## src/hdl/spq_pkg.sv

```systemverilog
// Shared types and constants for the stable priority queue.
// Used by spq_cell and stable_priority_queue; depends on nothing else.
package spq_pkg;

	localparam int PRIO_W     = 3;
	localparam int TAG_PORT_W = 16;
	localparam int OCC_W      = 5;
	localparam int IN_DATA_W  = 24;
	localparam int OUT_DATA_W = 24;

	localparam logic [PRIO_W-1:0] MAX_PRIORITY = 3'd5;

	typedef enum logic {
		REQ_INSERT = 1'b0,
		REQ_POP    = 1'b1
	} req_t;

	typedef enum logic [1:0] {
		ST_INSERTED = 2'd0,
		ST_POPPED   = 2'd1,
		ST_EMPTY    = 2'd2,
		ST_FULL     = 2'd3
	} status_t;

	// Command broadcast to every cell of the row in the same cycle.
	typedef struct packed {
		logic              ins;
		logic              pop;
		logic [PRIO_W-1:0] prio;
	} cmd_t;

endpackage

```

## src/hdl/spq_cell.sv

```systemverilog
// One slot of the sorted row: holds a priority and a tag, shifts with its neighbours.
// Depends on spq_pkg.
module spq_cell #(
	parameter int TAG_WIDTH = 16
) (
	input  logic                      clk,
	input  spq_pkg::cmd_t             cmd,
	input  logic                      occupied,
	input  logic                      left_displace,
	input  logic [spq_pkg::PRIO_W-1:0] left_prio,
	input  logic [TAG_WIDTH-1:0]      left_tag,
	input  logic [spq_pkg::PRIO_W-1:0] right_prio,
	input  logic [TAG_WIDTH-1:0]      right_tag,
	input  logic [TAG_WIDTH-1:0]      new_tag,
	output logic                      displace,
	output logic [spq_pkg::PRIO_W-1:0] prio,
	output logic [TAG_WIDTH-1:0]      tag
);

	logic [spq_pkg::PRIO_W-1:0] prio_q;
	logic [TAG_WIDTH-1:0]       tag_q;

	// Give way to the new entry when empty or strictly lower in priority.
	assign displace = !occupied || (prio_q < cmd.prio);

	always_ff @(posedge clk) begin
		if (cmd.ins && displace) begin
			if (left_displace) begin
				prio_q <= left_prio;
				tag_q  <= left_tag;
			end else begin
				prio_q <= cmd.prio;
				tag_q  <= new_tag;
			end
		end else if (cmd.pop) begin
			prio_q <= right_prio;
			tag_q  <= right_tag;
		end
	end

	assign prio = prio_q;
	assign tag  = tag_q;

endmodule

```

## src/hdl/stable_priority_queue.sv

```systemverilog
// Top level of the stable priority queue: a row of spq_cell slots, occupancy count
// and the output register. Depends on spq_pkg and spq_cell.
//
//  channel  | dir | tdata (low bit up)                       | tuser
//  ---------+-----+------------------------------------------+-------------------
//  s_axis   | in  | priority_req[2:0], tag[18:3], pad to 24   | req_type (0 ins, 1 pop)
//  m_axis   | out | out_tag[15:0], out_priority[18:16],       | status[1:0]
//           |     | occupancy[23:19]                         |
//
// One request per cycle while s_tready is high: the whole row of cells updates in
// the cycle of the transfer, each cell taking from its left neighbour, the new entry,
// its right neighbour, or holding. The result is registered and shown in the next cycle.
// s_tready is low only while a result waits and m_tready is low.
// arst_n clears the count and the output valid; slot contents need no reset.
module stable_priority_queue #(
	parameter int DEPTH     = 16,
	parameter int TAG_WIDTH = 16
) (
	input  logic                            clk,
	input  logic                            arst_n,
	input  logic                            s_tvalid,
	output logic                            s_tready,
	input  logic [spq_pkg::IN_DATA_W-1:0]  s_tdata,  // priority_req, tag, zero pad
	input  logic                            s_tuser,  // req_type
	output logic                            m_tvalid,
	input  logic                            m_tready,
	output logic [spq_pkg::OUT_DATA_W-1:0] m_tdata,  // out_tag, out_priority, occupancy
	output logic [1:0]                      m_tuser   // status
);

	localparam int CNT_W = $clog2(DEPTH + 1);
	localparam int TW_IN = (TAG_WIDTH < spq_pkg::TAG_PORT_W) ? TAG_WIDTH
		: spq_pkg::TAG_PORT_W;
	localparam logic [CNT_W-1:0] DEPTH_C = CNT_W'(DEPTH);

	logic [CNT_W-1:0] count_q;
	logic             m_tvalid_q;
	logic [1:0]       status_q;
	logic [spq_pkg::TAG_PORT_W-1:0] out_tag_q;
	logic [spq_pkg::PRIO_W-1:0]     out_prio_q;
	logic [spq_pkg::OCC_W-1:0]      occ_q;

	logic                        xfer;
	logic                        is_pop;
	logic                        full;
	logic                        empty;
	logic [spq_pkg::PRIO_W-1:0]  req_prio;
	logic [spq_pkg::PRIO_W-1:0]  clamp_prio;
	logic [TAG_WIDTH-1:0]        new_tag;
	spq_pkg::cmd_t               cmd;
	logic [CNT_W-1:0]            count_d;
	logic [1:0]                  status_d;
	logic [spq_pkg::TAG_PORT_W-1:0] pop_tag;

	logic                       displace_w [DEPTH];
	logic [spq_pkg::PRIO_W-1:0] prio_w     [DEPTH];
	logic [TAG_WIDTH-1:0]       tag_w      [DEPTH];

	// Accept whenever the output register is free or being emptied.
	assign s_tready = !m_tvalid_q || m_tready;
	assign xfer     = s_tvalid && s_tready;
	assign is_pop   = (s_tuser == spq_pkg::REQ_POP);
	assign full     = (count_q == DEPTH_C);
	assign empty    = (count_q == '0);

	// Fold out-of-range priorities to zero.
	assign req_prio   = s_tdata[spq_pkg::PRIO_W-1:0];
	assign clamp_prio = (req_prio > spq_pkg::MAX_PRIORITY) ? '0 : req_prio;

	always_comb begin
		new_tag = '0;
		new_tag[TW_IN-1:0] = s_tdata[spq_pkg::PRIO_W +: TW_IN];
		pop_tag = '0;
		pop_tag[TW_IN-1:0] = tag_w[0][TW_IN-1:0];
	end

	// Drop the command when the request cannot change the row.
	always_comb begin
		cmd.ins  = xfer && !is_pop && !full;
		cmd.pop  = xfer && is_pop && !empty;
		cmd.prio = clamp_prio;
	end

	always_comb begin
		count_d  = count_q;
		status_d = spq_pkg::ST_INSERTED;
		if (is_pop) begin
			if (empty) begin
				status_d = spq_pkg::ST_EMPTY;
			end else begin
				status_d = spq_pkg::ST_POPPED;
				count_d  = count_q - CNT_W'(1);
			end
		end else begin
			if (full) begin
				status_d = spq_pkg::ST_FULL;
			end else begin
				count_d = count_q + CNT_W'(1);
			end
		end
	end

	// Row of cells, front at index 0.
	genvar gi;
	generate
		for (gi = 0; gi < DEPTH; gi++) begin : g_cell
			logic                       l_disp;
			logic [spq_pkg::PRIO_W-1:0] l_prio;
			logic [TAG_WIDTH-1:0]       l_tag;
			logic [spq_pkg::PRIO_W-1:0] r_prio;
			logic [TAG_WIDTH-1:0]       r_tag;

			if (gi == 0) begin : g_front
				assign l_disp = 1'b0;
				assign l_prio = '0;
				assign l_tag  = '0;
			end else begin : g_mid_l
				assign l_disp = displace_w[gi-1];
				assign l_prio = prio_w[gi-1];
				assign l_tag  = tag_w[gi-1];
			end

			if (gi == DEPTH - 1) begin : g_back
				assign r_prio = '0;
				assign r_tag  = '0;
			end else begin : g_mid_r
				assign r_prio = prio_w[gi+1];
				assign r_tag  = tag_w[gi+1];
			end

			spq_cell #(
				.TAG_WIDTH(TAG_WIDTH)
			) u_cell (
				.clk          (clk),
				.cmd          (cmd),
				.occupied     (CNT_W'(gi) < count_q),
				.left_displace(l_disp),
				.left_prio    (l_prio),
				.left_tag     (l_tag),
				.right_prio   (r_prio),
				.right_tag    (r_tag),
				.new_tag      (new_tag),
				.displace     (displace_w[gi]),
				.prio         (prio_w[gi]),
				.tag          (tag_w[gi])
			);
		end
	endgenerate

	// Update the count on every transfer; it stays put for a pop on an empty row or an insert on a full one.
	always_ff @(posedge clk or negedge arst_n) begin
		if (!arst_n) begin
			count_q    <= '0;
			m_tvalid_q <= 1'b0;
		end else begin
			if (xfer) begin
				count_q <= count_d;
			end
			if (xfer) begin
				m_tvalid_q <= 1'b1;
			end else if (m_tready) begin
				m_tvalid_q <= 1'b0;
			end
		end
	end

	// Hold the result payload until the next transfer.
	always_ff @(posedge clk) begin
		if (xfer) begin
			status_q <= status_d;
			occ_q    <= spq_pkg::OCC_W'(count_d);
			if (is_pop && !empty) begin
				out_tag_q  <= pop_tag;
				out_prio_q <= prio_w[0];
			end else begin
				out_tag_q  <= '0;
				out_prio_q <= '0;
			end
		end
	end

	assign m_tvalid = m_tvalid_q;
	assign m_tuser  = status_q;
	assign m_tdata  = {occ_q, out_prio_q, out_tag_q};

	// Count never runs past the row length.
	a_count_range : assert property (@(posedge clk) disable iff (!arst_n)
		count_q <= DEPTH_C)
		else $error("occupancy above depth");

	// A pop on a non-empty row frees exactly one slot.
	a_pop_dec : assert property (@(posedge clk) disable iff (!arst_n)
		xfer && is_pop && !empty |=> count_q == $past(count_q) - CNT_W'(1))
		else $error("pop did not free one slot");

	// The two front cells stay in priority order.
	a_front_sorted : assert property (@(posedge clk) disable iff (!arst_n)
		count_q >= CNT_W'(2) |-> prio_w[0] >= prio_w[1])
		else $error("front of row out of order");

	// A popped entry never carries an out-of-range priority.
	a_pop_prio : assert property (@(posedge clk) disable iff (!arst_n)
		m_tvalid_q && status_q == spq_pkg::ST_POPPED |-> out_prio_q <= spq_pkg::MAX_PRIORITY)
		else $error("popped priority out of range");

endmodule
```

## config.mk

```make
export PLATFORM = sky130hd
export DESIGN_NAME = stable_priority_queue
export DESIGN_NICKNAME = d
export VERILOG_FILES = /design/src/hdl/spq_pkg.sv /design/src/hdl/spq_cell.sv /design/src/hdl/stable_priority_queue.sv
export SDC_FILE = /design/constraint.sdc
export NUM_CORES = 1
export LEC_CHECK = 0
export ABC_AREA = 0
export ABC_CLOCK_PERIOD_IN_PS = 5600
export CAP_MARGIN = 5
export CORE_MARGIN = 5
export CORE_UTILIZATION = 42
export CTS_CLUSTER_DIAMETER = 80
export DETAILED_ROUTE_END_ITERATION = 7
export DONT_BUFFER_PORTS = 1
export PLACE_DENSITY_LB_ADDON = 0.3
export SLEW_MARGIN = 20
export SYNTH_ARGS = -nofsm -noshare
export SYNTH_HDL_FRONTEND = slang
export SYNTH_SLANG_ARGS = --single-unit
export TNS_END_PERCENT = 30
```

## constraint.sdc

```tcl
create_clock -name clk -period 5.6 [get_ports clk]
set_clock_uncertainty 0.05 [all_clocks]
set_input_delay 1.68 -clock clk [delete_from_list [all_inputs] [get_ports clk]]
set_output_delay 1.68 -clock clk [all_outputs]
set_load 0.01 [all_outputs]
```

==> metrics.txt <==
power share of the clock group 0.267; total power around 9 mW; hold_buf cts 0; number of fill cells in the layout 3912; Die W 218.0 um; post-synth cell types 60; Critical Path, Cell by Cell inv_1, ha_1, or4b_1, and2_1, nand2_1, nand2b_1; Flop pwr share 0.416; CP max stage delay 830 ps; worst endpoint data arrival time 4230 ps; #FFs+latches synth about 340; max-cap viol count 0; Mapped Area 18160 um^2; fmax 236.6 MHz; Worst Setup Path Type flip-flop to flip-flop; Power Internal 5.971 mW; port bufs 0; # DRC 0; core area ~43000 um^2; n_diodes 0; WL final 37730 um; post-DP HPWL 27470 um; routed vias/inst 5.418; RSZ-0062 raised after global routing no; Die ar. around 48000 um^2; Slowest cell on crit path or4b_1; IO Pins 57; area grow syn2layout 8.225%; clk sink count 336; CTS Buf Count 38; final setup violation count 0; H-Tree Level Count 2; via count ~12k; yosys warns 0; fin. max-slew vios 0; Tot GR Track Use 0.1547; cell leakage power roughly 7.7 nW; nets 1591; drt pass-1 iters 5; PD cells 457.4 nW/um^2; Die Ht 218.0 um; GPL Wtd Cong around 0.80; final worst path period share 0.7547; slew margin rel. 0.2722; worst-margin pin slew 1088 ps; fraction of layout cells with a size suffix above 1 0.08505; time the worst path needs with I/O delays and setup about 4200 ps; Std-Cell Rows 76; critical path endpoint category flip-flop; first-pass GRT wire length a little over 60000 um; part of the power in combinational logic 0.317; number of synthesized flops with an enable pin 330; cts repair resizes 0; antenna violation net count after detailed routing 0; Initial Util 0.4236; Clock Root Buffer clkbuf_16; largest net degree at the start of global routing 56; vias in the first global route 11.57k; sw frac 0.3360; Clock Latency Late Sink 540 ps; register area 10060 um^2; async set-reset flop share out of synthesis 0.01786; Critical Path Start Type flip-flop; Final TNS setup 0 ps; r2r setup slk 1370 ps; CTS tree yes; gr ovfl total 0; worst-path maximum fanout 24; 1st-iter DRT viols between 800 and 900; Multi-input gate area 7392 um^2; Cells after Synth 1585; worst min path class flip-flop to flip-flop; Post-CTS Setup Repair Bufs 0; Net Count, Synth 1649; Max VDD drop 256.7 uV; most common flop cell mapped by yosys edfxtp_1; Worst-path clk slew 60 ps; wire length per cell 17.66 um; Hold Fails Final Rpt 0; antenna violations before repair 0; CP Data Required Time about 5600 ps; Net Switching 3.022 mW; CTS Buffer Depth 3; outcome completed; average size of a mapped cell 11.46 um^2; Seq/Total Area, Yosys 0.5538
-- synth_stat cells, drive strengths merged, types with 7 or more instances --
library cell	n	area (um^2)
edfxtp	330	9910
a21oi	314	1572
mux2i	259	2592
nor2	131	534.3
nand2	123	479.2
o21ai	86	475.5
buf	76	526.8
clkbuf	55	206.5
ha	35	437.9
a31oi	28	181.4
and3	19	118.9
mux2	17	191.4
o21a	14	105.1
nand2b	12	75.07
inv	9	33.78
a21o	8	60.06
o211a	7	70.07
-- through the flow --
step / setup slack [ps] / cell area [um^2] / instances / util / hold WS [ps]
finish: 1374 / 19660 / 2137 / 0.4584 / 498.4
CTS: 1341 / 19630 / 2136 / 0.4578 / 500.2
global route: 1130 / 19660 / 2137 / 0.4584 / 535.0
floorplan: 569.1 / 18160 / 1585 / - / 471.7
detailed placement: 898.9 / 18460 / 2071 / 0.4305 / 488.1
global placement: 952.1 / 18460 / 2071 / 0.4305 / 484.8
-- metal layers --
metal / track usage / vias to the layer above / share of wire
met3: 0.02277 / 54 / 0.039
met5: 0 / - / 0
met1: 0.2028 / 5488 / 0.45
met2: 0.2716 / 230 / 0.49
met4: 0.03684 / 0 / 0.018
li1: - / 5806 / -
-- registers in the layout (all words and copies together) (netlist names) --
register	flops
count_q	5
g_cell.u_cell.prio	48
g_cell.u_cell.tag	256
m_tuser	2
m_tvalid	1
occ_q	5
out_prio_q	3
out_tag_q	16
-- critical path: cells and delay by family (launching register included) --
family / cells / cell delay (ps)
AND/OR/NAND/NOR: 4 / 2590
flip-flops: 1 / 600
adder cells (fa/ha/maj): 1 / 290
buffers and inverters: 1 / 180
-- cell usage in the layout (no fill, tap or decap), drive strengths merged, types with 19 or more instances in the layout --
| master | n |
|---|---|
| buf | 33 |
| nor2 | 131 |
| clkbuf | 47 |
| nand2 | 123 |
| edfxtp | 330 |
| mux2i | 259 |
| a21oi | 314 |
| and3 | 19 |
| a31oi | 28 |
| o21ai | 86 |
| ha | 35 |
-- power by group through the flow --
stage | Sequential (mW) | Clock [mW] | Combinational [mW]
3_3_place_gp | 3.76 | 0 | 2.75
2_1_floorplan | 3.62 | 0 | 2.54
6_report | 3.74 | 2.40 | 2.85
5_1_grt | 3.79 | 2.56 | 3.17
4_1_cts | 3.73 | 2.45 | 2.85
3_5_place_dp | 3.78 | 0 | 2.85
-- worst paths after layout --
kind / cells past startpoint / end / from
max: 6 / g_cell[1].u_cell.tag[10]$_DFFE_PP_ / count_q[1]$_DFFE_PN0P_
min: 2 / g_cell[9].u_cell.tag[2]$_DFFE_PP_ / g_cell[10].u_cell.tag[2]$_DFFE_PP_
max reg2reg: 6 / g_cell[1].u_cell.tag[10]$_DFFE_PP_ / count_q[1]$_DFFE_PN0P_
min reg2reg: 2 / g_cell[9].u_cell.tag[2]$_DFFE_PP_ / g_cell[10].u_cell.tag[2]$_DFFE_PP_
max in group asynchronous: 0 / count_q[4]$_DFFE_PN0P_ / arst_n
min in group asynchronous: 0 / count_q[2]$_DFFE_PN0P_ / arst_n
-- area by class of cell --
| class | count | area share |
|---|---|---|
| Clock inverter | 18 | 0.009420 |
| Timing Repair Buffer | 33 | 0.01362 |
| Inverter | 10 | 0.001909 |
| Tap cell | 585 | 0.03723 |
| Sequential cell | 336 | 0.5117 |
| Clock buffer | 47 | 0.05009 |
| Multi-Input combinational cell | 1108 | 0.3760 |
-- cell families (layout without fill, tap and decap cells) --
logic type / count (synthesis) / after routing / synth area share
buffers and inverters: 141 / 108 / 0.04243
flip-flops: 336 / 336 / 0.5538
AND/OR/NAND/NOR: 317 / 317 / 0.07997
AO/OA/AOI/OAI: 478 / 478 / 0.1455
multiplexers: 276 / 276 / 0.1533
adder cells (fa/ha/maj): 35 / 35 / 0.02411
XOR/XNOR: 2 / 2 / 0.0009645
Note: power is estimated with default switching activity, not from simulation.
